**config.mk**
```make
export PLATFORM = sky130hd
export DESIGN_NAME = rc4_stream_cipher_unit_flat
export DESIGN_NICKNAME = d
export VERILOG_FILES = /design/src/rtl/rc4_pkg.sv /design/src/rtl/rc4_if.sv /design/src/rtl/rc4_core.sv /design/src/rtl/rc4_stream_cipher_unit.sv /design/src/flat_wrapper.sv
export SDC_FILE = /design/constraint.sdc
export NUM_CORES = 2
export LEC_CHECK = 0
export BUFFER_PORTS_ARGS = -buffer_cell sky130_fd_sc_hd__buf_2
export CAP_MARGIN = 0
export CORE_ASPECT_RATIO = 0.9
export CORE_UTILIZATION = 49
export DETAILED_ROUTE_END_ITERATION = 8
export MAX_ROUTING_LAYER = met4
export SKIP_CTS_REPAIR_TIMING = 1
export SYNTH_ARGS = -nofsm -noshare
export SYNTH_HDL_FRONTEND = slang
export SYNTH_HIERARCHICAL = 1
export SYNTH_SLANG_ARGS = --single-unit
```
**constraint.sdc**
```tcl
create_clock -name clk_i -period 8 [get_ports clk_i]
set_clock_uncertainty 0.2 [all_clocks]
set_input_delay 1.6 -clock clk_i [delete_from_list [all_inputs] [get_ports clk_i]]
set_output_delay 1.6 -clock clk_i [all_outputs]
set_load 0.03 [all_outputs]
```
**src/rtl/rc4_pkg.sv**
```systemverilog
// ----------------------------------------------------------------------------
// RC4 stream cipher package
// Widths, codes, state encoding and the structs shared by the cipher modules.
// ----------------------------------------------------------------------------
package rc4_pkg;

  localparam int BYTE_W     = 8;
  localparam int PERM_DEPTH = 256;
  localparam int KEY_DEPTH  = 256;
  localparam int KEY_AW     = 8;
  localparam int KLEN_W     = 9;
  localparam int DROP_W     = 12;
  localparam int CFG_IDX_W  = 1;
  localparam int CFG_DATA_W = 12;

  localparam logic [KLEN_W-1:0] KEY_LENGTH_RST = 9'd16;
  localparam logic [DROP_W-1:0] DROP_COUNT_RST = 12'd0;

  typedef enum logic [CFG_IDX_W-1:0] {
    CFG_KEY_LENGTH = 1'b0,
    CFG_DROP_COUNT = 1'b1
  } cfg_idx_e;

  typedef enum logic {
    OP_KEY  = 1'b0,
    OP_DATA = 1'b1
  } opcode_e;

  typedef enum logic [3:0] {
    ST_IDLE,
    ST_FILL,
    ST_KSA_RD,
    ST_KSA_T,
    ST_KSA_U,
    ST_KSA_W,
    ST_PRGA_RD,
    ST_PRGA_A,
    ST_PRGA_B,
    ST_PRGA_OUT
  } state_e;

  typedef struct packed {
    logic [KLEN_W-1:0] key_length;
    logic [DROP_W-1:0] drop_count;
  } cfg_t;

  typedef struct packed {
    opcode_e           opcode;
    logic [BYTE_W-1:0] byte_in;
    logic              last_in;
  } req_t;

  typedef struct packed {
    logic [BYTE_W-1:0] byte_out;
    logic              last_out;
    logic              not_keyed;
  } res_t;

  typedef struct packed {
    logic keyed;
    logic idle;
  } stat_t;

endpackage

```
**src/rtl/rc4_if.sv**
```systemverilog
// ----------------------------------------------------------------------------
// RC4 stream channels
// Valid/ready channels for input requests and cipher results.
// ----------------------------------------------------------------------------
interface rc4_req_if;
  import rc4_pkg::*;

  logic              valid;
  logic              ready;
  logic              opcode;
  logic [BYTE_W-1:0] byte_in;
  logic              last_in;

  modport source (output valid, output opcode, output byte_in, output last_in,
                  input ready);
  modport sink   (input valid, input opcode, input byte_in, input last_in,
                  output ready);
endinterface

interface rc4_res_if;
  import rc4_pkg::*;

  logic              valid;
  logic              ready;
  logic [BYTE_W-1:0] byte_out;
  logic              last_out;
  logic              not_keyed;

  modport source (output valid, output byte_out, output last_out, output not_keyed,
                  input ready);
  modport sink   (input valid, input byte_out, input last_out, input not_keyed,
                  output ready);
endinterface

```
**src/rtl/rc4_core.sv**
```systemverilog
// ----------------------------------------------------------------------------
// RC4 core
// Key store, permutation memory and the sequencer for key schedule,
// keystream drop and data encryption.
// ----------------------------------------------------------------------------
module rc4_core (
  input  logic           clk_i,
  input  logic           rst_ni,
  input  rc4_pkg::cfg_t  cfg_i,
  input  logic           req_valid_i,
  input  rc4_pkg::req_t  req_i,
  output logic           req_ready_o,
  input  logic           res_free_i,
  output logic           res_valid_o,
  output rc4_pkg::res_t  res_o,
  output rc4_pkg::stat_t stat_o
);
  import rc4_pkg::*;

  logic [BYTE_W-1:0] perm_mem [PERM_DEPTH];
  logic [BYTE_W-1:0] key_mem  [KEY_DEPTH];

  state_e state_q, state_d;

  logic              keyed_q, keyed_d;
  logic [KLEN_W-1:0] seen_q, seen_d;
  logic [KLEN_W-1:0] len_q, len_d;
  logic [DROP_W-1:0] drop_q, drop_d;
  logic [BYTE_W-1:0] i_q, i_d;
  logic [BYTE_W-1:0] j_q, j_d;
  logic [BYTE_W-1:0] n_q, n_d;
  logic [KEY_AW-1:0] kp_q, kp_d;
  logic [BYTE_W-1:0] a_q, a_d;
  logic [BYTE_W-1:0] b_q, b_d;
  logic [BYTE_W-1:0] data_q, data_d;
  logic              last_q, last_d;

  logic              perm_we;
  logic [BYTE_W-1:0] perm_waddr, perm_wdata, perm_raddr, perm_rdata;
  logic              key_we;
  logic [KEY_AW-1:0] key_waddr, key_raddr;
  logic [BYTE_W-1:0] key_wdata, key_rdata;

  logic              accept;
  logic [KLEN_W-1:0] seen_base, seen_next, eff_len;
  logic              seen_room, sched_go, kp_last;
  logic [BYTE_W-1:0] i_inc, sum_ab, ks_byte, j_ksa, j_prga;

  assign req_ready_o = (state_q == ST_IDLE) &&
                       ((req_i.opcode == OP_KEY) || keyed_q || res_free_i);
  assign accept      = req_valid_i && req_ready_o;

  assign seen_base = keyed_q ? '0 : seen_q;
  assign seen_room = seen_base < KLEN_W'(KEY_DEPTH);
  assign seen_next = seen_room ? KLEN_W'(seen_base + KLEN_W'(1)) : seen_base;

  always_comb begin
    if (cfg_i.key_length == '0) begin
      eff_len = KLEN_W'(1);
    end else if (cfg_i.key_length > KLEN_W'(KEY_DEPTH)) begin
      eff_len = KLEN_W'(KEY_DEPTH);
    end else begin
      eff_len = cfg_i.key_length;
    end
  end

  assign sched_go = seen_next >= eff_len;
  assign kp_last  = (KLEN_W'({1'b0, kp_q}) + KLEN_W'(1)) == len_q;
  assign i_inc    = BYTE_W'(i_q + BYTE_W'(1));
  assign j_ksa    = BYTE_W'(j_q + perm_rdata + key_rdata);
  assign j_prga   = BYTE_W'(j_q + perm_rdata);
  assign sum_ab   = BYTE_W'(a_q + b_q);

  // forward the swapped pair; S[j] wins when i equals j
  always_comb begin
    if (sum_ab == j_q) begin
      ks_byte = a_q;
    end else if (sum_ab == i_q) begin
      ks_byte = b_q;
    end else begin
      ks_byte = perm_rdata;
    end
  end

  always_comb begin
    state_d = state_q;
    unique case (state_q)
      ST_IDLE: begin
        if (accept) begin
          if (req_i.opcode == OP_KEY) begin
            state_d = sched_go ? ST_FILL : ST_IDLE;
          end else begin
            state_d = keyed_q ? ST_PRGA_A : ST_IDLE;
          end
        end
      end
      ST_FILL:    state_d = (n_q == '1) ? ST_KSA_RD : ST_FILL;
      ST_KSA_RD:  state_d = ST_KSA_T;
      ST_KSA_T:   state_d = ST_KSA_U;
      ST_KSA_U:   state_d = ST_KSA_W;
      ST_KSA_W: begin
        if (n_q == '1) begin
          state_d = (cfg_i.drop_count == '0) ? ST_IDLE : ST_PRGA_RD;
        end else begin
          state_d = ST_KSA_RD;
        end
      end
      ST_PRGA_RD: state_d = ST_PRGA_A;
      ST_PRGA_A:  state_d = ST_PRGA_B;
      ST_PRGA_B:  state_d = ST_PRGA_OUT;
      ST_PRGA_OUT: begin
        if (keyed_q) begin
          state_d = res_free_i ? ST_IDLE : ST_PRGA_OUT;
        end else begin
          state_d = (drop_q == DROP_W'(1)) ? ST_IDLE : ST_PRGA_RD;
        end
      end
      default:    state_d = ST_IDLE;
    endcase
  end

  always_comb begin
    keyed_d     = keyed_q;
    seen_d      = seen_q;
    len_d       = len_q;
    drop_d      = drop_q;
    i_d         = i_q;
    j_d         = j_q;
    n_d         = n_q;
    kp_d        = kp_q;
    a_d         = a_q;
    b_d         = b_q;
    data_d      = data_q;
    last_d      = last_q;
    perm_we     = 1'b0;
    perm_waddr  = n_q;
    perm_wdata  = n_q;
    perm_raddr  = i_inc;
    key_we      = 1'b0;
    key_waddr   = seen_base[KEY_AW-1:0];
    key_wdata   = req_i.byte_in;
    key_raddr   = kp_q;
    res_valid_o = 1'b0;
    res_o       = '{byte_out: data_q ^ ks_byte, last_out: last_q, not_keyed: 1'b0};
    unique case (state_q)
      ST_IDLE: begin
        if (accept && (req_i.opcode == OP_KEY)) begin
          keyed_d = 1'b0;
          key_we  = seen_room;
          seen_d  = seen_next;
          if (sched_go) begin
            len_d = eff_len;
            n_d   = '0;
          end
        end else if (accept) begin
          data_d = req_i.byte_in;
          last_d = req_i.last_in;
          if (!keyed_q) begin
            res_valid_o = 1'b1;
            res_o       = '{byte_out: '0, last_out: req_i.last_in, not_keyed: 1'b1};
          end
        end
      end
      ST_FILL: begin
        perm_we = 1'b1;
        n_d     = BYTE_W'(n_q + BYTE_W'(1));
        j_d     = '0;
        kp_d    = '0;
      end
      ST_KSA_RD: begin
        perm_raddr = n_q;
      end
      ST_KSA_T: begin
        a_d        = perm_rdata;
        j_d        = j_ksa;
        perm_raddr = j_ksa;
      end
      ST_KSA_U: begin
        perm_we    = 1'b1;
        perm_waddr = n_q;
        perm_wdata = perm_rdata;
      end
      ST_KSA_W: begin
        perm_we    = 1'b1;
        perm_waddr = j_q;
        perm_wdata = a_q;
        n_d        = BYTE_W'(n_q + BYTE_W'(1));
        kp_d       = kp_last ? '0 : KEY_AW'(kp_q + KEY_AW'(1));
        if (n_q == '1) begin
          i_d    = '0;
          j_d    = '0;
          drop_d = cfg_i.drop_count;
          if (cfg_i.drop_count == '0) begin
            keyed_d = 1'b1;
          end
        end
      end
      ST_PRGA_RD: begin
        perm_raddr = i_inc;
      end
      ST_PRGA_A: begin
        i_d        = i_inc;
        a_d        = perm_rdata;
        j_d        = j_prga;
        perm_raddr = j_prga;
      end
      ST_PRGA_B: begin
        b_d        = perm_rdata;
        perm_we    = 1'b1;
        perm_waddr = i_q;
        perm_wdata = perm_rdata;
        perm_raddr = BYTE_W'(a_q + perm_rdata);
      end
      ST_PRGA_OUT: begin
        perm_we    = 1'b1;
        perm_waddr = j_q;
        perm_wdata = a_q;
        perm_raddr = sum_ab;
        if (keyed_q) begin
          res_valid_o = res_free_i;
        end else begin
          drop_d = DROP_W'(drop_q - DROP_W'(1));
          if (drop_q == DROP_W'(1)) begin
            keyed_d = 1'b1;
          end
        end
      end
      default: begin
      end
    endcase
  end

  always_ff @(posedge clk_i or negedge rst_ni) begin
    if (!rst_ni) begin
      state_q <= ST_IDLE;
      keyed_q <= 1'b0;
      seen_q  <= '0;
      i_q     <= '0;
      j_q     <= '0;
    end else begin
      state_q <= state_d;
      keyed_q <= keyed_d;
      seen_q  <= seen_d;
      i_q     <= i_d;
      j_q     <= j_d;
    end
  end

  always_ff @(posedge clk_i) begin
    len_q  <= len_d;
    drop_q <= drop_d;
    n_q    <= n_d;
    kp_q   <= kp_d;
    a_q    <= a_d;
    b_q    <= b_d;
    data_q <= data_d;
    last_q <= last_d;
  end

  always_ff @(posedge clk_i) begin
    if (perm_we) begin
      perm_mem[perm_waddr] <= perm_wdata;
    end
    perm_rdata <= perm_mem[perm_raddr];
  end

  always_ff @(posedge clk_i) begin
    if (key_we) begin
      key_mem[key_waddr] <= key_wdata;
    end
    key_rdata <= key_mem[key_raddr];
  end

  assign stat_o = '{keyed: keyed_q, idle: state_q == ST_IDLE};

endmodule

```
**src/rtl/rc4_stream_cipher_unit.sv**
```systemverilog
// ----------------------------------------------------------------------------
// RC4 stream cipher unit
// Collects key bytes, runs the key schedule and encrypts data bytes.
// Data byte: result computed in ST_PRGA_OUT, then registered at the output. No new
//   byte is taken until then: the single read port reads S[i], S[j], S[t] in turn.
// Early data byte: error result registered in the cycle after the request.
// Last key byte: fill, key schedule over all 256 entries and drop_count drops before ready.
// Reset clears control state only; the permutation is refilled at each key.
// ----------------------------------------------------------------------------
module rc4_stream_cipher_unit (
  input  logic                           clk_i,
  input  logic                           rst_ni,
  input  logic                           cfg_we_i,
  input  logic [rc4_pkg::CFG_IDX_W-1:0]  cfg_idx_i,
  input  logic [rc4_pkg::CFG_DATA_W-1:0] cfg_data_i,
  rc4_req_if.sink                        in_ch,
  rc4_res_if.source                      out_ch
);
  import rc4_pkg::*;

  cfg_t  cfg_q, cfg_d;
  res_t  out_q;
  logic  out_valid_q, out_valid_d;
  logic  out_free;
  req_t  req;
  res_t  res;
  logic  res_valid;
  stat_t stat;

  always_comb begin
    cfg_d = cfg_q;
    if (cfg_we_i) begin
      unique case (cfg_idx_e'(cfg_idx_i))
        CFG_KEY_LENGTH: cfg_d.key_length = cfg_data_i[KLEN_W-1:0];
        CFG_DROP_COUNT: cfg_d.drop_count = cfg_data_i[DROP_W-1:0];
        default: begin
        end
      endcase
    end
  end

  assign req      = '{opcode: opcode_e'(in_ch.opcode), byte_in: in_ch.byte_in,
                      last_in: in_ch.last_in};
  assign out_free = !out_valid_q || out_ch.ready;

  rc4_core u_core (
    .clk_i       (clk_i),
    .rst_ni      (rst_ni),
    .cfg_i       (cfg_q),
    .req_valid_i (in_ch.valid),
    .req_i       (req),
    .req_ready_o (in_ch.ready),
    .res_free_i  (out_free),
    .res_valid_o (res_valid),
    .res_o       (res),
    .stat_o      (stat)
  );

  assign out_valid_d = res_valid || (out_valid_q && !out_ch.ready);

  always_ff @(posedge clk_i or negedge rst_ni) begin
    if (!rst_ni) begin
      cfg_q       <= '{key_length: KEY_LENGTH_RST, drop_count: DROP_COUNT_RST};
      out_valid_q <= 1'b0;
    end else begin
      cfg_q       <= cfg_d;
      out_valid_q <= out_valid_d;
    end
  end

  always_ff @(posedge clk_i) begin
    if (res_valid) begin
      out_q <= res;
    end
  end

  assign out_ch.valid     = out_valid_q;
  assign out_ch.byte_out  = out_q.byte_out;
  assign out_ch.last_out  = out_q.last_out;
  assign out_ch.not_keyed = out_q.not_keyed;

  a_res_slot_free: assert property (@(posedge clk_i) disable iff (!rst_ni)
    res_valid |-> out_free)
    else $error("result loaded while output register is occupied");

  a_error_zero: assert property (@(posedge clk_i) disable iff (!rst_ni)
    out_ch.valid && out_ch.not_keyed |-> out_ch.byte_out == '0)
    else $error("error result carries nonzero data");

  a_data_busy: assert property (@(posedge clk_i) disable iff (!rst_ni)
    in_ch.valid && in_ch.ready && (in_ch.opcode == OP_DATA) && stat.keyed
    |=> !in_ch.ready && !stat.idle)
    else $error("engine idle right after a keyed data request");

  a_key_unkeys: assert property (@(posedge clk_i) disable iff (!rst_ni)
    in_ch.valid && in_ch.ready && (in_ch.opcode == OP_KEY) |=> !stat.keyed)
    else $error("key request left the engine keyed");

endmodule
```
**src/flat_wrapper.sv**
```systemverilog
// flat-port wrapper written by rule: the top's interface ports become plain ports
module rc4_stream_cipher_unit_flat import rc4_pkg::*;
  (clk_i, rst_ni, cfg_we_i, cfg_idx_i, cfg_data_i, in_ch_valid, in_ch_opcode, in_ch_byte_in, in_ch_last_in, in_ch_ready, out_ch_valid, out_ch_byte_out, out_ch_last_out, out_ch_not_keyed, out_ch_ready);
  rc4_req_if in_ch_i ();
  rc4_res_if out_ch_i ();
  input  logic clk_i;
  input  logic rst_ni;
  input  logic cfg_we_i;
  input  logic [rc4_pkg::CFG_IDX_W-1:0] cfg_idx_i;
  input  logic [rc4_pkg::CFG_DATA_W-1:0] cfg_data_i;
  input wire logic [$bits(in_ch_i.valid)-1:0] in_ch_valid;
  input wire logic [$bits(in_ch_i.opcode)-1:0] in_ch_opcode;
  input wire logic [$bits(in_ch_i.byte_in)-1:0] in_ch_byte_in;
  input wire logic [$bits(in_ch_i.last_in)-1:0] in_ch_last_in;
  output wire logic [$bits(in_ch_i.ready)-1:0] in_ch_ready;
  output wire logic [$bits(out_ch_i.valid)-1:0] out_ch_valid;
  output wire logic [$bits(out_ch_i.byte_out)-1:0] out_ch_byte_out;
  output wire logic [$bits(out_ch_i.last_out)-1:0] out_ch_last_out;
  output wire logic [$bits(out_ch_i.not_keyed)-1:0] out_ch_not_keyed;
  input wire logic [$bits(out_ch_i.ready)-1:0] out_ch_ready;
  assign in_ch_i.valid = in_ch_valid;
  assign in_ch_i.opcode = in_ch_opcode;
  assign in_ch_i.byte_in = in_ch_byte_in;
  assign in_ch_i.last_in = in_ch_last_in;
  assign in_ch_ready = in_ch_i.ready;
  assign out_ch_valid = out_ch_i.valid;
  assign out_ch_byte_out = out_ch_i.byte_out;
  assign out_ch_last_out = out_ch_i.last_out;
  assign out_ch_not_keyed = out_ch_i.not_keyed;
  assign out_ch_i.ready = out_ch_ready;
  rc4_stream_cipher_unit u_core (.clk_i(clk_i), .rst_ni(rst_ni), .cfg_we_i(cfg_we_i), .cfg_idx_i(cfg_idx_i), .cfg_data_i(cfg_data_i), .in_ch(in_ch_i), .out_ch(out_ch_i));
endmodule
```
==> reports/metrics.yaml <==
run_status:
  status: "finished, violations left"
  violations: "capacitance limit, slew limit"
sta:
  fin_setup_tns_ns: 0
  maxSlewHeadroom: -0.0403
  fin_crit_sh: 0.803
  setup_viol: 0
  clock.fmax_mhz: 156
  slew_viol_final: 2
  rsz0062_at_grt: "no"
  tightest_slew_ns: 1.52
  hold_ws_ns: 0.350
  min_period_ns: 6.43
  hold_viol_final: 0
die:
  die_w_um: 625
  die-area_um2: 352000
  ios: 40
  die_h_um: 563
  row_count: 205
  core_um2: 347000
  start_util: 0.493
cells_and_area:
  final_util: 0.548
  fin_area_um2: 190000
  n_fill_cell: 27100
  multi_input_area_um2: 40900
  regArea_um2: 127000
  nNetsFinal: 10800
  drive_gt1_frac: 0.121
  syn_to_final_growth_pct: 11.1
global_routing:
  grt_pass1_vias: 95300
  antenna_found_initial: 36
  grt_max_degree: 165
  track_usage: 0.282
  grt_pass1_wl_mm: 698
  grt-ovfl-total: 0
drt:
  drtPass1Iterations: 7
  highest_layer: "met4"
  drt_iter0_markers: 14400
  via_per_inst: 6.40
  wl_per_cell_um: 31.3
  vias: 101000
  wirelength_mm: 492
  drc: 0
  ant_nets: 0
  wl_met1_mm: 207
  wl_met3_mm: 54.1
  route.met2.wl_mm: 217
placement:
  gp_congestion: 0.917
  hpwl_mm: 291
  numPortBuffers: 39
  dpl_cell_area_um2: 176000
clocking:
  cts_tree: "done"
  cts_buffers: 431
  cts_root_buffer: "clkbuf_16"
  ctsLongestPathBuffers: 4
  clk-insertion-delay-late_ns: 0.98
  htree_num_levels: 5
  cts_sinks: 4236
  path_clk_slew_ns: 0.07
critical_path:
  r2r-start: "u_core/u_core/perm_rdata[1]"
  crit_family: "compound AO/OA/AOI/OAI gates"
  cpPeakStageDelay_ns: 1.27
  crit_slowest_cell: "a2111oi_0"
  critPathMaxFanout: 59
  cp-start-kind: "flop"
  critical_path_class: "flop to flop"
  r2r-end: "u_core/u_core/perm_rdata[6]"
  cp.required_ns: 8.70
  crit_path_end_kind: "flop"
  rr_worst_depth: 16
  rrSetupSlack_ns: 1.57
  cp.arrival_ns: 7.12
  path_cells: "ha_1 > a21o_1 > a211oi_1 > nor2_1 > ha_1 > o21ai_0 > nor2_1 > and3b_1 > a2111o_1 > nand2_8 > buf_4 > a2111oi_0 > a2111oi_0 > nand3b_1 > nand4_1 > o22ai_1"
  path_buf_inv: 1
logic_synthesis:
  syn_avg_cell_area_um2: 16.0
  syn_nets: 10800
  ys_warn_count: 6
  syn-cell-area_um2: 171000
  synth_cells: 10700
worst_hold_path:
  min_path_type: "flop to flop"
  hold_start: "u_core/u_core/last_q"
  hold-path-cell-count: 1
  min_to: "u_core/out_ch.last_out"
pwr:
  cellLeakagePower_uw: 0.0612
  p_total_uw: 72000
  power_density_nw_per_um2: 379
  max-vdd-ir-drop_uv: 641
run:
  cap_violations: 2
power breakdown:
group | leakage [uW] | switching [uW] | internal, uW | total, uW
clock network | 0.00676 | 8420 | 11500 | 19900
registers | 0.0384 | 330 | 26900 | 27200
logic | 0.0161 | 18000 | 6820 | 24900
through the flow:
stage / cells / setup slack [ns]
floorplan: 10700 / 2.44
global placement: 14900 / 1.10
detailed placement: 14900 / 1.77
CTS: 15700 / 1.72
global route: 15700 / 1.37
finish: 15700 / 1.57
flip-flops by register name (all words and copies together), names as in the netlist, 9 cells and up:
register and cells:
u_core/u_core/drop_q 12, u_core/u_core/key_mem 2048, u_core/cfg_q 21, u_core/u_core/seen_q 9, u_core/u_core/perm_mem 2048, u_core/u_core/len_q 9
area by class of cell:
class                      instances  area share
sequential                      4236       0.667
clock buffer                     546      0.0609
tap                             4657      0.0306
timing repair buffer             258      0.0131
antenna                           16    0.000210
multi-input combinational       5708       0.215
inverter                          43     0.00119
clock inverter                   244      0.0122
cell usage in the layout, fill, tap and decap left out, types with 23 or more instances in the layout:
cell type and instances:
clkinv_1 103, nand4_1 30, a221oi_1 77, a21oi_1 268, o21ai_0 66, ha_1 46, nor3_1 94, clkinv_2 67
buf_12 45, bufinv_16 40, clkbuf_1 93, o22ai_1 143, nand3_1 508, a2111oi_0 23, and2_1 99, dfrtp_1 51
a32oi_1 49, nand2_1 1414, xor2_1 39, buf_2 31, edfxtp_1 4168, mux4_2 357, mux2i_1 730, clkbuf_16 444
mux2_2 45, a31oi_1 80, and3_1 51, a311oi_1 146, xnor2_1 38, a211oi_1 81, nor2_1 711, inv_1 31
o221ai_1 241, buf_4 173
metal layers:
metal,global-route usage,up-vias
met4,0.0744,0
met2,0.403,5688
met1,0.413,52100
met3,0.0599,821
li1,-,42000
met5,-,-
worst max path at each step:
stage	from	to	cells past startpoint
2_1_floorplan	u_core/u_core/state_q[0]	u_core/u_core/perm_mem[0][1]	9
3_3_place_gp	u_core/u_core/perm_rdata[1]	u_core/u_core/perm_rdata[0]	16
3_5_place_dp	u_core/u_core/perm_rdata[1]	u_core/u_core/perm_rdata[0]	16
4_1_cts	u_core/u_core/perm_rdata[1]	u_core/u_core/perm_rdata[0]	16
5_1_grt	u_core/u_core/perm_rdata[0]	u_core/u_core/perm_rdata[2]	14
6_report	u_core/u_core/perm_rdata[1]	u_core/u_core/perm_rdata[6]	16
Power figures use the tool's default switching activity.
